--- src/hdl/cnv_pkg.sv ---
// Shared types, codes and constants for the 3x3 same-padding int8 convolution block.
// No dependencies; every other file of the block refers to it by scoped names.
package cnv_pkg;

   // Default sizes for the top-level parameters
   localparam int DEF_MAX_HEIGHT       = 32;
   localparam int DEF_MAX_WIDTH        = 32;
   localparam int DEF_MAX_IN_CHANNELS  = 16;
   localparam int DEF_MAX_OUT_CHANNELS = 16;

   // Kernel geometry is fixed
   localparam int KERN = 3;
   localparam logic [1:0] KMAX = 2'(KERN - 1);

   // Arithmetic widths
   localparam int ACT_W    = 16;
   localparam int WGT_W    = 8;
   localparam int WDIFF_W  = WGT_W + 1;
   localparam int PROD_W   = ACT_W + WDIFF_W;
   localparam int SCALE_W  = 16;
   localparam int FRAC     = 16;
   localparam int COORD_W  = 8;
   localparam int OUT_MAX  = 32767;
   localparam int OUT_MIN  = -32768;

   // Configuration port
   localparam int CSR_AW   = 5;
   localparam int CSR_DW   = 32;

   localparam logic [2:0] REG_MAP_HEIGHT   = 3'd0;
   localparam logic [2:0] REG_MAP_WIDTH    = 3'd1;
   localparam logic [2:0] REG_IN_CHANNELS  = 3'd2;
   localparam logic [2:0] REG_OUT_CHANNELS = 3'd3;
   localparam logic [2:0] REG_WGT_OFFSET   = 3'd4;
   localparam logic [2:0] REG_SCALE        = 3'd5;

   // Command codes
   localparam logic [1:0] CMD_WRITE_WGT = 2'd0;
   localparam logic [1:0] CMD_WRITE_ACT = 2'd1;
   localparam logic [1:0] CMD_COMPUTE   = 2'd2;

   typedef struct packed {
      logic [1:0]         cmd;
      logic [13:0]        store_index;
      logic signed [15:0] write_value;
      logic [3:0]         out_channel;
      logic [4:0]         out_row;
      logic [4:0]         out_col;
   } req_type;

   typedef struct packed {
      logic signed [15:0] output_value;
      logic               status;
   } rsp_type;

   // Controller to datapath
   typedef struct packed {
      logic       wr_wgt;
      logic       wr_act;
      logic       load;
      logic       check;
      logic       tap_setup;
      logic       issue;
      logic       scale;
      logic       emit;
      logic [1:0] kh;
      logic [1:0] kw;
   } ctrl_cmd_type;

   // Datapath to controller
   typedef struct packed {
      logic out_of_range;
   } dp_stat_type;

endpackage

--- src/hdl/cnv_ctrl.sv ---
// Sequencer for the convolution: walks the nine taps and the input channels of each tap.
// Depends on cnv_pkg for the command and status structs and the command codes.
module cnv_ctrl #(
   parameter int MAX_IN_CHANNELS = cnv_pkg::DEF_MAX_IN_CHANNELS
) (
   input  logic                                  clock,
   input  logic                                  reset,
   input  logic                                  start,
   input  logic [1:0]                            req_cmd,
   input  logic [$clog2(MAX_IN_CHANNELS+1)-1:0]  ci_eff,
   input  cnv_pkg::dp_stat_type                  stat,
   output cnv_pkg::ctrl_cmd_type                 cmd,
   output logic                                  busy
);

   localparam int CI_W = $clog2(MAX_IN_CHANNELS+1);

   typedef enum logic [2:0] {
      ST_IDLE, ST_CHECK, ST_TAP, ST_ISSUE, ST_DRAIN1, ST_DRAIN2, ST_SCALE, ST_EMIT
   } state_type;

   state_type       state_ff;
   logic [1:0]      kh_ff;
   logic [1:0]      kw_ff;
   logic [CI_W-1:0] ic_ff;
   logic            last_tap;
   logic            last_ic;

   assign last_tap = (kh_ff == cnv_pkg::KMAX) && (kw_ff == cnv_pkg::KMAX);
   assign last_ic  = (ic_ff == ci_eff - CI_W'(1));

   always_ff @(posedge clock) begin
      if (reset) begin
         state_ff <= ST_IDLE;
         kh_ff    <= '0;
         kw_ff    <= '0;
         ic_ff    <= '0;
      end else begin
         unique case (state_ff)
            ST_IDLE: begin
               if (start && req_cmd == cnv_pkg::CMD_COMPUTE) state_ff <= ST_CHECK;
            end
            ST_CHECK: begin
               kh_ff    <= '0;
               kw_ff    <= '0;
               ic_ff    <= '0;
               state_ff <= stat.out_of_range ? ST_EMIT : ST_TAP;
            end
            ST_TAP: begin
               ic_ff <= '0;
               if (ci_eff != '0) begin
                  state_ff <= ST_ISSUE;
               end else if (last_tap) begin
                  state_ff <= ST_DRAIN1;
               end else begin
                  // no channels: skip straight to the next tap
                  kw_ff <= (kw_ff == cnv_pkg::KMAX) ? 2'd0 : kw_ff + 2'd1;
                  kh_ff <= (kw_ff == cnv_pkg::KMAX) ? kh_ff + 2'd1 : kh_ff;
               end
            end
            ST_ISSUE: begin
               if (!last_ic) begin
                  ic_ff <= ic_ff + CI_W'(1);
               end else if (last_tap) begin
                  state_ff <= ST_DRAIN1;
               end else begin
                  kw_ff    <= (kw_ff == cnv_pkg::KMAX) ? 2'd0 : kw_ff + 2'd1;
                  kh_ff    <= (kw_ff == cnv_pkg::KMAX) ? kh_ff + 2'd1 : kh_ff;
                  state_ff <= ST_TAP;
               end
            end
            // let the read, multiply and accumulate stages empty
            ST_DRAIN1: state_ff <= ST_DRAIN2;
            ST_DRAIN2: state_ff <= ST_SCALE;
            ST_SCALE:  state_ff <= ST_EMIT;
            ST_EMIT:   state_ff <= ST_IDLE;
            default:   state_ff <= ST_IDLE;
         endcase
      end
   end

   assign busy = (state_ff != ST_IDLE);

   always_comb begin
      cmd           = '0;
      cmd.wr_wgt    = (state_ff == ST_IDLE) && start && (req_cmd == cnv_pkg::CMD_WRITE_WGT);
      cmd.wr_act    = (state_ff == ST_IDLE) && start && (req_cmd == cnv_pkg::CMD_WRITE_ACT);
      cmd.load      = (state_ff == ST_IDLE) && start && (req_cmd == cnv_pkg::CMD_COMPUTE);
      cmd.check     = (state_ff == ST_CHECK);
      cmd.tap_setup = (state_ff == ST_TAP);
      cmd.issue     = (state_ff == ST_ISSUE);
      cmd.scale     = (state_ff == ST_SCALE);
      cmd.emit      = (state_ff == ST_EMIT);
      cmd.kh        = kh_ff;
      cmd.kw        = kw_ff;
   end

endmodule

--- config.mk ---
export PLATFORM = sky130hd
export DESIGN_NAME = cnv_ctrl
export DESIGN_NICKNAME = d
export VERILOG_FILES = /design/src/hdl/cnv_pkg.sv /design/src/hdl/cnv_ctrl.sv
export SDC_FILE = /design/constraint.sdc
export NUM_CORES = 1
export LEC_CHECK = 0
export BUFFER_PORTS_ARGS = -buffer_cell sky130_fd_sc_hd__buf_2
export CORE_ASPECT_RATIO = 0.9
export CORE_UTILIZATION = 50
export DETAILED_ROUTE_END_ITERATION = 16
export PLACE_DENSITY = 0.87
export SYNTH_ARGS = -nofsm -noshare
export SYNTH_HDL_FRONTEND = slang
export SYNTH_SLANG_ARGS = --single-unit
--- constraint.sdc ---
create_clock -name clock -period 2.7 [get_ports clock]
set_input_delay 0.27 -clock clock [delete_from_list [all_inputs] [get_ports clock]]
set_output_delay 0.27 -clock clock [all_outputs]
set_load 0.02 [all_outputs]
==> impl_metrics.toml <==
[clock_tree]
cts_sinks = 12
cts_setup_buffers = 0
clk_latency_ns = 0.28
clk_path_buf_depth = 2
clkSlewWorstSetupHoldPaths_ns = 0.09
numCtsBuffers = 3
cts_tree = "built"
cts_resized = 0
htree_levels = 1
holdBufCountCts = 0
cts_root_buf = "clkbuf_4"

[timing]
fmax_mhz = 491
relSlewSlack = 0.565
slew_violations = 0
setup_viol = 0
fin_setup_tns_ns = 0
hold-worst-slack_ns = 0.301
finalCritPeriodShare = 0.754
skew_ns = 0.00617
rsz0062_at_grt = "no"
tightest_slew_ns = 0.650
hold_viol = 0
min_period_ns = 2.04

[finish]
antennaDiodeCount = 0
regArea_um2 = 240
syn2layout_area_growth_pct = 16.2
multiInputGateArea_um2 = 624
mostFrequentLayoutCells = "buf_2, a21oi_1, dfxtp_1"
nFillCells = 168
nNetsFinal = 159
final_util = 0.631
final_common_cell = "buf_2"
drive_gt1_frac = 0.222

[die]
dieHeight_um = 43.0
fp.dieW_um = 47.5
ioPinCount = 24
die-area_mm2 = 0.00204
core_area_mm2 = 0.00172
start_util = 0.543
core.rowCount = 14

[detailed_routing]
postRouteAntennaNets = 0
wl_mm = 2.20
viasPerCell = 6.03
vias = 1013
first_iter_violations = 34
wl_per_cell_um = 13.1
drc = 0
dr.pass1.iters = 4

[run_status]
status = "finished, final reports clean"

[synth]
yosysUniqueCellTypes = 38
synth_edf_count = 0
synth_top_area_frac = 0.258
ys_ff_latch = 12
netlist_instances = 123
yosys_warnings = 0
ys_top_cells_by_area = "dfxtp_1, a21oi_1, ha_1"
synth_top_cell_by_area = "dfxtp_1"
syn_area_um2 = 932
async_flop_share = 0
yosysSeqAreaShare = 0.258
avgSynthCellArea_um2 = 7.58
synth.net_count = 137
ys.flop_type = "dfxtp_1"

[power_and_ir_drop]
vdd_drop_max_v = 0.000389
power_density_mw_per_mm2 = 641
finalPower_uw = 695
p_leak_uw = 0.000449

[global_route]
overflow = 0
antenna_found_initial = 0
track_usage = 0.249
grt_pass1_wl_mm = 3.70
grt_pass1_vias = 930
grt_max_degree = 18

[placed_design]
portBuffers = 23
gp_congestion = 0.759
dp_hpwl_mm = 1.64

[critical_path]
critical_path_class = "reg2out"
required_ns = 2.43
startpoint_type = "flop"
arrival_ns = 1.77
crit_path_end_kind = "output port"
cp_max_fo = 17
crit_chain = "nand3_1 -> inv_1 -> buf_2"
crit_path_top_delay_cell = "dfxtp_1"
cpPeakStageDelay_ns = 0.67

[min_path]
min_path_type = "in2reg"

[job]
maxCapViolCount = 0
==> flip-flops by register name, summed over array words and instances (netlist names) <==
| signal | cells |
|---|---|
| ic_ff | 5 |
| state_ff | 3 |
| kh_ff | 2 |
| kw_ff | 2 |
==> cell usage after synthesis, types with 3 or more instances <==
master	count
clkbuf_1	5
a221oi_1	4
or4_1	3
nor3_1	6
ha_1	3
inv_1	10
xnor2_1	3
dfxtp_1	12
nand2b_1	4
o21ai_0	3
nand2_1	7
nand3_1	5
nor4b_1	3
xor2_1	3
a31oi_1	5
a21oi_1	12
nor2_1	8
==> metal layers <==
layer | part of all wire | track usage
met2 | 0.48 | 0.408
met3 | 0.065 | 0.0553
met1 | 0.45 | 0.312
met4 | 0.0036 | 0.0800
met5 | 0 | 0
==> where the power goes <==
part           switching, uW  leakage (uW)  internal [uW]
sequential              65.1     0.0000971            198
combinational            165      0.000331            118
clock                   66.5     0.0000210           82.0
==> kinds of logic after synthesis <==
group           count (synthesis)  synth area share
simple gates                   48             0.299
flops                          12             0.258
mux                             1            0.0121
fa+ha+maj                       3            0.0403
xor+xnor                        6            0.0564
buf+inv                        16            0.0725
compound gates                 37             0.262
==> critical path: cells and delay by family (launching register included) <==
kind	cells	cell delay [ns]
buffers and inverters	2	0.46
flip-flops	1	0.67
AND/OR/NAND/NOR	1	0.36
==> area by class of cell <==
| cell class | count | share of cell area |
|---|---|---|
| multi-input combinational | 95 | 0.576 |
| sequential | 12 | 0.222 |
| timing repair buffer | 23 | 0.106 |
| inverter | 10 | 0.0346 |
| clock buffer | 4 | 0.0335 |
| tap | 24 | 0.0277 |
==> metrics by stage <==
stage	area [um^2]	instances	setup slack, ns
final	1080	168	0.664
after global routing	1080	168	0.549
after CTS	1080	168	0.693
after detailed placement	1050	164	0.646
after global placement	1050	164	0.703
after floorplan	932	123	0.668
==> path summary, 6_finish.rpt <==
check	start	to	slack, ns	cells after the start
max reg2reg	state_ff[1]	ic_ff[4]	0.89	3
min	reset	state_ff[1]	0.30	2
max	state_ff[1]	cmd[6]	0.66	3
min reg2reg	kh_ff[1]	kh_ff[1]	0.50	2
Note: power is estimated with default switching activity, not from simulation.
