$ cat config.mk
export PLATFORM = sky130hd
export DESIGN_NAME = cnv_csr
export DESIGN_NICKNAME = d
export VERILOG_FILES = /design/src/hdl/cnv_pkg.sv /design/src/hdl/cnv_csr.sv
export SDC_FILE = /design/constraint.sdc
export NUM_CORES = 1
export LEC_CHECK = 0
export BUFFER_PORTS_ARGS = -buffer_cell sky130_fd_sc_hd__buf_4
export CAP_MARGIN = 20
export CORE_UTILIZATION = 30
export CTS_CLUSTER_DIAMETER = 150
export DETAILED_ROUTE_END_ITERATION = 12
export HOLD_SLACK_MARGIN = 0.08
export PLACE_DENSITY = 0.54
export REMOVE_ABC_BUFFERS = 1
export SLEW_MARGIN = 20
export SYNTH_ARGS = -nofsm -noshare
export SYNTH_HDL_FRONTEND = slang
export SYNTH_SLANG_ARGS = --single-unit
$ cat constraint.sdc
create_clock -name clock -period 3.8 [get_ports clock]
set_clock_uncertainty 0.05 [all_clocks]
set_input_delay 0.57 -clock clock [delete_from_list [all_inputs] [get_ports clock]]
set_output_delay 0.57 -clock clock [all_outputs]
set_load 0.02 [all_outputs]
$ cat src/hdl/cnv_pkg.sv
// Shared types, codes and constants for the 3x3 same-padding int8 convolution block.
// No dependencies; every other file of the block refers to it by scoped names.
package cnv_pkg;

   // Default sizes for the top-level parameters
   localparam int DEF_MAX_HEIGHT       = 32;
   localparam int DEF_MAX_WIDTH        = 32;
   localparam int DEF_MAX_IN_CHANNELS  = 16;
   localparam int DEF_MAX_OUT_CHANNELS = 16;

   // Kernel geometry is fixed
   localparam int KERN = 3;
   localparam logic [1:0] KMAX = 2'(KERN - 1);

   // Arithmetic widths
   localparam int ACT_W    = 16;
   localparam int WGT_W    = 8;
   localparam int WDIFF_W  = WGT_W + 1;
   localparam int PROD_W   = ACT_W + WDIFF_W;
   localparam int SCALE_W  = 16;
   localparam int FRAC     = 16;
   localparam int COORD_W  = 8;
   localparam int OUT_MAX  = 32767;
   localparam int OUT_MIN  = -32768;

   // Configuration port
   localparam int CSR_AW   = 5;
   localparam int CSR_DW   = 32;

   localparam logic [2:0] REG_MAP_HEIGHT   = 3'd0;
   localparam logic [2:0] REG_MAP_WIDTH    = 3'd1;
   localparam logic [2:0] REG_IN_CHANNELS  = 3'd2;
   localparam logic [2:0] REG_OUT_CHANNELS = 3'd3;
   localparam logic [2:0] REG_WGT_OFFSET   = 3'd4;
   localparam logic [2:0] REG_SCALE        = 3'd5;

   // Command codes
   localparam logic [1:0] CMD_WRITE_WGT = 2'd0;
   localparam logic [1:0] CMD_WRITE_ACT = 2'd1;
   localparam logic [1:0] CMD_COMPUTE   = 2'd2;

   typedef struct packed {
      logic [1:0]         cmd;
      logic [13:0]        store_index;
      logic signed [15:0] write_value;
      logic [3:0]         out_channel;
      logic [4:0]         out_row;
      logic [4:0]         out_col;
   } req_type;

   typedef struct packed {
      logic signed [15:0] output_value;
      logic               status;
   } rsp_type;

   // Controller to datapath
   typedef struct packed {
      logic       wr_wgt;
      logic       wr_act;
      logic       load;
      logic       check;
      logic       tap_setup;
      logic       issue;
      logic       scale;
      logic       emit;
      logic [1:0] kh;
      logic [1:0] kw;
   } ctrl_cmd_type;

   // Datapath to controller
   typedef struct packed {
      logic out_of_range;
   } dp_stat_type;

endpackage

$ cat src/hdl/cnv_csr.sv
// Configuration registers behind the APB-style port, with clamping to the build limits.
// Depends on cnv_pkg for register indexes and port widths.
module cnv_csr #(
   parameter int MAX_HEIGHT       = cnv_pkg::DEF_MAX_HEIGHT,
   parameter int MAX_WIDTH        = cnv_pkg::DEF_MAX_WIDTH,
   parameter int MAX_IN_CHANNELS  = cnv_pkg::DEF_MAX_IN_CHANNELS,
   parameter int MAX_OUT_CHANNELS = cnv_pkg::DEF_MAX_OUT_CHANNELS
) (
   input  logic                                       clock,
   input  logic                                       reset,
   input  logic                                       psel,
   input  logic                                       penable,
   input  logic                                       pwrite,
   input  logic [cnv_pkg::CSR_AW-1:0]                 paddr,
   input  logic [cnv_pkg::CSR_DW-1:0]                 pwdata,
   output logic [cnv_pkg::CSR_DW-1:0]                 prdata,
   output logic                                       pready,
   output logic [$clog2(MAX_HEIGHT+1)-1:0]            h_eff,
   output logic [$clog2(MAX_WIDTH+1)-1:0]             w_eff,
   output logic [$clog2(MAX_IN_CHANNELS+1)-1:0]       ci_eff,
   output logic [$clog2(MAX_OUT_CHANNELS+1)-1:0]      co_eff,
   output logic [7:0]                                 wgt_offset,
   output logic [cnv_pkg::SCALE_W-1:0]                scale
);

   localparam int H_W  = $clog2(MAX_HEIGHT+1);
   localparam int W_W  = $clog2(MAX_WIDTH+1);
   localparam int CI_W = $clog2(MAX_IN_CHANNELS+1);
   localparam int CO_W = $clog2(MAX_OUT_CHANNELS+1);

   logic [5:0]  map_height_ff, map_height_in;
   logic [5:0]  map_width_ff, map_width_in;
   logic [4:0]  in_channels_ff, in_channels_in;
   logic [4:0]  out_channels_ff, out_channels_in;
   logic [7:0]  wgt_offset_ff, wgt_offset_in;
   logic [15:0] scale_ff, scale_in;
   logic        wr_en;
   logic [2:0]  reg_idx;

   assign pready  = 1'b1;
   assign wr_en   = psel & penable & pwrite;
   assign reg_idx = paddr[4:2];

   always_comb begin
      map_height_in   = map_height_ff;
      map_width_in    = map_width_ff;
      in_channels_in  = in_channels_ff;
      out_channels_in = out_channels_ff;
      wgt_offset_in   = wgt_offset_ff;
      scale_in        = scale_ff;
      if (wr_en) begin
         unique case (reg_idx)
            cnv_pkg::REG_MAP_HEIGHT:   map_height_in   = pwdata[5:0];
            cnv_pkg::REG_MAP_WIDTH:    map_width_in    = pwdata[5:0];
            cnv_pkg::REG_IN_CHANNELS:  in_channels_in  = pwdata[4:0];
            cnv_pkg::REG_OUT_CHANNELS: out_channels_in = pwdata[4:0];
            cnv_pkg::REG_WGT_OFFSET:   wgt_offset_in   = pwdata[7:0];
            cnv_pkg::REG_SCALE:        scale_in        = pwdata[15:0];
            default: ;
         endcase
      end
   end

   always_ff @(posedge clock) begin
      if (reset) begin
         map_height_ff   <= 6'd28;
         map_width_ff    <= 6'd28;
         in_channels_ff  <= 5'd1;
         out_channels_ff <= 5'd8;
         wgt_offset_ff   <= 8'd0;
         scale_ff        <= 16'd256;
      end else begin
         map_height_ff   <= map_height_in;
         map_width_ff    <= map_width_in;
         in_channels_ff  <= in_channels_in;
         out_channels_ff <= out_channels_in;
         wgt_offset_ff   <= wgt_offset_in;
         scale_ff        <= scale_in;
      end
   end

   always_comb begin
      unique case (reg_idx)
         cnv_pkg::REG_MAP_HEIGHT:   prdata = 32'(map_height_ff);
         cnv_pkg::REG_MAP_WIDTH:    prdata = 32'(map_width_ff);
         cnv_pkg::REG_IN_CHANNELS:  prdata = 32'(in_channels_ff);
         cnv_pkg::REG_OUT_CHANNELS: prdata = 32'(out_channels_ff);
         cnv_pkg::REG_WGT_OFFSET:   prdata = 32'(wgt_offset_ff);
         cnv_pkg::REG_SCALE:        prdata = 32'(scale_ff);
         default:                   prdata = '0;
      endcase
   end

   // Values above a build limit act as the limit
   assign h_eff  = (32'(map_height_ff) > MAX_HEIGHT) ? H_W'(MAX_HEIGHT)
                                                     : H_W'(map_height_ff);
   assign w_eff  = (32'(map_width_ff) > MAX_WIDTH) ? W_W'(MAX_WIDTH)
                                                   : W_W'(map_width_ff);
   assign ci_eff = (32'(in_channels_ff) > MAX_IN_CHANNELS) ? CI_W'(MAX_IN_CHANNELS)
                                                           : CI_W'(in_channels_ff);
   assign co_eff = (32'(out_channels_ff) > MAX_OUT_CHANNELS) ? CO_W'(MAX_OUT_CHANNELS)
                                                             : CO_W'(out_channels_ff);
   assign wgt_offset = wgt_offset_ff;
   assign scale      = scale_ff;

endmodule

==> flow_summary.ini, run 1 <==
[global_route]
grt_pass1_vias = 1890
grt_overflow = 0
grt_util_all_layers_pct = 14.7
grt_first_pass_wirelength_mm = 9.95
grt_max_degree = 60
antenna_found_initial = 0

[clock_tree]
clock_latency_ns = 0.31
post-cts-setup-buffers = 0
cts.clk_slew.worst_paths_ns = 0.09
htree_levels = 2
cts_resized = 0
clock-sinks = 46
clockBufferDepth = 2
clockRootBuffer = clkbuf_8
hold_buffers = 0
cts_buffers = 5
cts_tree = done

[finish]
nets = 390
nFillCells = 861
n_antenna_cell = 0
syn_to_final_growth_pct = 26.7
layout-drive-gt1-share_pct = 30.4

[place]
io_buffer_count = 85
dpl_worst_slack_ns = 1.45
dp_hpwl_mm = 4.72
gp_congestion = 0.701

[sta]
holdWs_ns = 0.443
rsz0062_at_grt = no
slew_headroom_pct = 65.1
timing.setup.tns_ns = 0
setup_viol = 0
clock.fmax_mhz = 428
worstMarginPinSlew_ns = 0.523
period_share_pct = 61.5
finalCriticalPeriod_ns = 2.34
hold_viol = 0
setup_slack_ns = 1.46
drv_slew = 0

[worst_setup_path]
crit_family = buffers and inverters
crit_path_max_fanout = 21
cp.required_ns = 3.18
crit_top_cell = buf_4
critPathArrivalTime_ns = 1.72
cpMaxStageDelayCell = mux2_1
path_cells = buf_4, mux2_1, a21oi_1, o22ai_1, buf_4
critPathLaunchType = primary input
cp_num_buf_inv = 2
setup.worst_path.class = in2out
critPathMaxStageDelay_ns = 0.36
end_kind = primary output

[routing]
wl_met2_mm = 3.07
drt-initial-drc-count = 54
antenna_left = 0
wl_met3_um = 344
post_drt_wl_per_cell_um = 14.4
routed_wl_mm = 6.52
drc_errors = 0
vias = 2072
top_layer = met4
firstDrtPassIters = 4
viasPerCell = 4.56
wl_met1_mm = 3.05

[synth]
seq_area_frac_synth_pct = 35.7
synth_cell_types = 33
netlist_instances = 278
syn_area_per_cell_um2 = 9.28
synth-seq-cells = 46
ys_warn_count = 0
netlist_area_um2 = 2580
synth_area_leader_cell = dfxtp_1
synth_top_cell_area_share_pct = 35.7
synth_area_leaders = dfxtp_1 (36%), mux2i_1 (15%), nand2b_1 (8.5%)

[die]
num_rows = 33
die_h_um = 94.7
die_x_um = 94.7
fp.dieArea_um2 = 8970
initial_core_util_pct = 31.2
coreArea_um2 = 8260
ios = 121

[power_and_ir_drop]
power_density_nw_per_um2 = 300
ir_drop_v = 0.000188
p_leak_uw = 0.00158

[min_path]
hold_class = reg2reg

[run_status]
status = finished clean

[flow_run]
cap_violations = 0
-- layout make-up --
class                   count  area [um2]  area share [%]
clock buffers               6        72.6            2.22
flip-flops and latches     46         921            28.2
multi-input cells         208        1460            44.6
well taps                 105         131            4.02
inverters                   1        3.75           0.115
repair buffers             86         646            19.8
clock inverters             2        37.5            1.15
-- flip-flops by register name (all words and copies together) (netlist names) --
signal and cells:
map_width_ff 6, out_channels_ff 5, scale 16, wgt_offset 8, in_channels_ff 5, map_height_ff 6
-- stage by stage --
step | cells | area [um2] | total power [uW] | utilization (%)
2_1_floorplan | 255 | 2380 | 561 | -
3_3_place_gp | 446 | 3160 | 620 | 38.2
3_5_place_dp | 446 | 3160 | 621 | 38.2
4_1_cts | 454 | 3270 | 991 | 39.6
5_1_grt | 454 | 3270 | 1020 | 39.6
6_report | 454 | 3270 | 980 | 39.6
-- final timing paths --
| check | from | end | slack [ns] | cells after the start |
|---|---|---|---|---|
| max | paddr[2] | prdata[1] | 1.46 | 5 |
| min | wgt_offset[1] | wgt_offset[1] | 0.44 | 2 |
| max reg2reg | in_channels_ff[4] | in_channels_ff[4] | 2.92 | 3 |
| min reg2reg | wgt_offset[1] | wgt_offset[1] | 0.44 | 2 |
-- cells by family after synthesis --
kind of cell | count (synthesis) | synth area share [%]
flip-flops | 46 | 35.7
other | 2 | 0.291
AO/OA/AOI/OAI | 35 | 9.07
buffers and inverters | 39 | 9.99
multiplexers | 48 | 19.9
AND/OR/NAND/NOR | 108 | 25.0
-- layer usage --
| layer | GRT usage (%) | vias to the layer above |
|---|---|---|
| met2 | 24.2 | 65 |
| met3 | 3.62 | 6 |
| met5 | 0 | - |
| met4 | 3.41 | 0 |
| li1 | - | 1040 |
| met1 | 19.3 | 961 |
-- Yosys cell counts, drive strengths merged --
cell type,instances
and4b,1
mux4,2
and4,1
a21oi,9
a22o,1
nor2b,25
dfxtp,46
inv,1
and2,11
nand2b,35
o21ai,10
buf,29
o22ai,2
or2,1
mux2i,39
clkbuf,9
a22oi,4
a2bb2oi,2
mux2,7
and3b,3
nand4b,1
nand3,8
a21bo,7
nand2,5
nor2,17
conb,2
-- worst reg2reg max path, cell delays in order, from the launching register on --
cell     delay [ns]
dfxtp_1        0.46
nor2b_1        0.16
o21ai_0        0.08
o21ai_1        0.07
-- power by group --
part	internal [uW]	leakage, uW	switching [uW]	total (uW)
logic	47.8	0.00116	72.5	120
clock network	196	0.0000514	175	371
registers	485	0.000371	3.07	488
-- cells in the final DEF, fill, tap and decap left out, drive strengths merged, types with 2 or more instances in the layout --
cell type,netlist,final
a21bo,7,7
a21oi,9,9
a22oi,4,4
a2bb2oi,2,2
and2,11,11
and3b,3,3
buf,29,86
clkbuf,9,6
conb,2,17
dfxtp,46,46
mux2,7,7
mux2i,39,39
mux4,2,2
nand2,5,5
nand2b,35,35
nand3,8,8
nor2,17,17
nor2b,25,25
o21ai,10,10
o22ai,2,2
Power figures use the tool's default switching activity.
==> inputs of run 2 (changes only) <==
- PLACE_DENSITY: 0.54 -> 0.56
- clock period: 3.8 -> 2.1 ns (I/O delays scaled with it)
==> run 2 against run 1 <==
Effect of this change:
- combinational power up 83%
- wire length about the same
- die area unchanged
- core utilization up 0.091 points
- worst setup slack worse by 1.3 ns
- largest cell class unchanged
- cell count up 0.66%
- largest power group unchanged
==> flow_summary.ini, run 2 (synthesis results as in run 1) <==
[global_route]
grt_overflow = 0
grt_first_pass_wirelength_mm = 10.1
antenna_found_initial = 0
grt_util_all_layers_pct = 14.9
grt_pass1_vias = 1938
grt_max_degree = 40

[clock_tree]
cts_buffers = 5
cts_tree = done
cts_resized = 0
htree_levels = 2
clock_latency_ns = 0.31
clock-sinks = 46
post-cts-setup-buffers = 0
hold_buffers = 0
cts.clk_slew.worst_paths_ns = 0.09
clockRootBuffer = clkbuf_8
clockBufferDepth = 2

[sta]
worstMarginPinSlew_ns = 0.580
rsz0062_at_grt = no
drv_slew = 0
hold_viol = 0
clock.fmax_mhz = 523
period_share_pct = 91.1
finalCriticalPeriod_ns = 1.91
timing.setup.tns_ns = 0
slew_headroom_pct = 61.2
setup_viol = 0

[worst_setup_path]
critPathArrivalTime_ns = 1.55
end_kind = primary output
cp.required_ns = 1.74
r2r_slack_ns = 1.22
crit_path_max_fanout = 8
setup.worst_path.class = reg2out
critPathLaunchType = flop

[routing]
drc_errors = 0
firstDrtPassIters = 4
drt-initial-drc-count = 86
antenna_left = 0
post_drt_wl_per_cell_um = 14.3
viasPerCell = 4.62
vias = 2112
routed_wl_mm = 6.52

[place]
io_buffer_count = 85
dp_hpwl_mm = 4.85
gp_congestion = 0.711

[finish]
final_cell_mix = buf_4 (89), dfxtp_1 (46), mux2i_1 (39)
layout-drive-gt1-share_pct = 31.3
largest_reg_flops = 16
nFillCells = 885
final_util_pct = 39.7
layout_commonest_cell = buf_4
n_antenna_cell = 0
nets = 393
syn_to_final_growth_pct = 27.0

[run_status]
status = finished clean

[power_and_ir_drop]
power_density_nw_per_um2 = 518
power_uw = 1700
ir_drop_v = 0.000234
p_leak_uw = 0.00159

[die]
fp.dieArea_um2 = 8970
ios = 121
die_h_um = 94.7
die_x_um = 94.7
num_rows = 33
coreArea_um2 = 8260
initial_core_util_pct = 31.2

[min_path]
hold_class = in2reg

[flow_run]
cap_violations = 0
## run 2: per-layer routing
metal  up-vias  GRT usage [%]  wire (um)
li1       1048              -          -
met1       984           19.5       2970
met2        73           24.9       3160
met3         7           3.06        332
met4         0           3.41         53
met5         -              0          0
## run 2: per-stage QoR
stage	setup WS (ns)	hold slack, ns	instance area (um2)	instances
2_1_floorplan	0.497	0.334	2380	255
3_3_place_gp	0.248	0.425	3180	449
3_5_place_dp	0.243	0.429	3180	449
4_1_cts	0.171	0.207	3280	457
5_1_grt	0.120	0.214	3280	457
6_report	0.187	0.212	3280	457
## run 2: worst paths after layout
check / start / endpoint / cells after the start
max: map_width_ff[5] / prdata[5] / 3
min: pwdata[8] / scale[8] / 3
min reg2reg: map_width_ff[1] / map_width_ff[1] / 2
max reg2reg: map_width_ff[5] / map_width_ff[5] / 2
## run 2: final cells by class
type,count,area [um2],share of cell area [%]
inverter,1,3.75,0.115
multi-input combinational,208,1460,44.5
clock buffer,6,82.6,2.52
sequential,46,921,28.1
timing repair buffer,89,668,20.4
clock inverter,2,12.5,0.382
tap,105,131,4.01
## run 2: report_power, final
part / total (uW) / internal (uW) / switching (uW) / leakage, uW
registers: 884 / 878 / 5.59 / 0.000371
clock network: 593 / 265 / 328 / 0.0000472
logic: 220 / 89.9 / 131 / 0.00117
## run 2: critical path: stages, from the launching register on
cell and delay (ns):
dfxtp_1 0.43, mux4_2 0.48, and2_1 0.18, buf_4 0.16
==> inputs of run 3 (changes only) <==
- RECOVER_POWER: default -> 100
- SKIP_LAST_GASP: default -> 1
==> run 3 against run 2 <==
Effect of this change:
- combinational power fell by 7%
- count of clock-buffer cells in the layout did not move
- wire length rose by 0.49%
- cell count did not move
- worst setup slack got worse by 0.0078 ns
- critical path type unchanged
- critical endpoint unchanged
- largest power group unchanged
- highest routed layer unchanged
==> flow_summary.ini, run 3 (synthesis results as in run 1) <==
[run_status]
status = finished clean

[global_route]
grt_first_pass_wirelength_mm = 10.1
grt_overflow = 0
antenna_found_initial = 0
grt_max_degree = 40
grt_pass1_vias = 1938
grt_util_all_layers_pct = 14.9

[place]
io_buffer_count = 85
post_dp_cell_area_um2 = 3180
dp_hpwl_mm = 4.85
dpl.cell_count = 449
gp_congestion = 0.711

[sta]
rsz0062_at_grt = no
period_share_pct = 91.5
worstMarginPinSlew_ns = 0.581
setup_viol = 0
hold_viol = 0
timing.setup.tns_ns = 0
finalCriticalPeriod_ns = 1.92
slew_headroom_pct = 61.3
drv_slew = 0
clock.fmax_mhz = 521

[worst_setup_path]
r2r_slack_ns = 1.22
r2r_cells = 2
r2r-start = map_width_ff[5]
crit_path_max_fanout = 8
worstReg2RegEnd = map_width_ff[5]
critPathLaunchType = flop
end_kind = primary output
cp.required_ns = 1.74
setup.worst_path.class = reg2out
critPathArrivalTime_ns = 1.56

[routing]
antenna_left = 0
drc_errors = 0
viasPerCell = 4.58
firstDrtPassIters = 4
post_drt_wl_per_cell_um = 14.3
routed_wl_mm = 6.55
vias = 2093
drt-initial-drc-count = 75

[die]
num_rows = 33
ios = 121
fp.dieArea_um2 = 8970
die_x_um = 94.7
coreArea_um2 = 8260
die_h_um = 94.7
initial_core_util_pct = 31.2

[clock_tree]
clockRootBuffer = clkbuf_8
htree_levels = 2
cts_tree = done
post-cts-setup-buffers = 0
cts_buffers = 5
clock_latency_ns = 0.31
clock-sinks = 46
hold_buffers = 0
cts_resized = 0
cts.clk_slew.worst_paths_ns = 0.09
clockBufferDepth = 2

[finish]
nFillCells = 929
nets = 393
layout-drive-gt1-share_pct = 13.4
final_cell_mix = clkbuf_1 (57), dfxtp_1 (46), mux2i_1 (39)
multi_input_area_um2 = 1440
fin_area_um2 = 3040
final_util_pct = 36.9
final_cells = 457
syn_to_final_growth_pct = 18.0
n_antenna_cell = 0
largest_reg_flops = 16
layout_commonest_cell = clkbuf_1
seqCellArea_um2 = 921

[flow_run]
cap_violations = 0

[power_and_ir_drop]
power_density_nw_per_um2 = 552
ir_drop_v = 0.000234
p_leak_uw = 0.00135

[min_path]
hp-start = pwdata[8]
hold_class = in2reg
hold_path_depth = 3
holdPathEnd = scale[8]
-- run 3: power breakdown --
group / internal (uW) / switching (uW)
Combinational: 76.2 / 129
Sequential: 878 / 5.52
Clock: 265 / 327
-- run 3: cell type report --
cell class,instances,area share [%]
Clock buffer,6,2.71
Inverter,1,0.123
Multi-Input combinational cell,208,47.3
Tap cell,105,4.32
Clock inverter,2,0.411
Timing Repair Buffer,89,14.9
Sequential cell,46,30.3
-- run 3: through the flow --
step | worst slack (ns) | total power, uW | hold slack (ns)
2_1_floorplan | 0.497 | 1020 | 0.334
3_3_place_gp | 0.248 | 1130 | 0.425
3_5_place_dp | 0.243 | 1130 | 0.429
4_1_cts | 0.171 | 1710 | 0.207
5_1_grt | 0.114 | 1750 | 0.214
6_report | 0.179 | 1680 | 0.212
-- run 3: worst max-delay path by stage --
| stage | from | to |
|---|---|---|
| after floorplan | paddr[2] | scale[1] |
| after global placement | paddr[2] | scale[1] |
| after detailed placement | paddr[2] | scale[1] |
| after CTS | map_width_ff[5] | prdata[5] |
| after global routing | map_width_ff[5] | prdata[5] |
| final | map_width_ff[5] | prdata[5] |
-- run 3: metal layers --
metal	GRT usage, %	wire length (um)	part of all wire, %	vias up
met5	0	0	0	-
met1	19.5	3060	47	974
met3	3.06	327	5.0	6
met4	3.41	55	0.84	0
met2	24.9	3110	47	62
li1	-	-	-	1051
-- run 3: critical path, cell delays in order (launching register included) --
cell and delay [ns]:
dfxtp_1 0.43, mux4_2 0.48, and2_0 0.18, buf_4 0.16
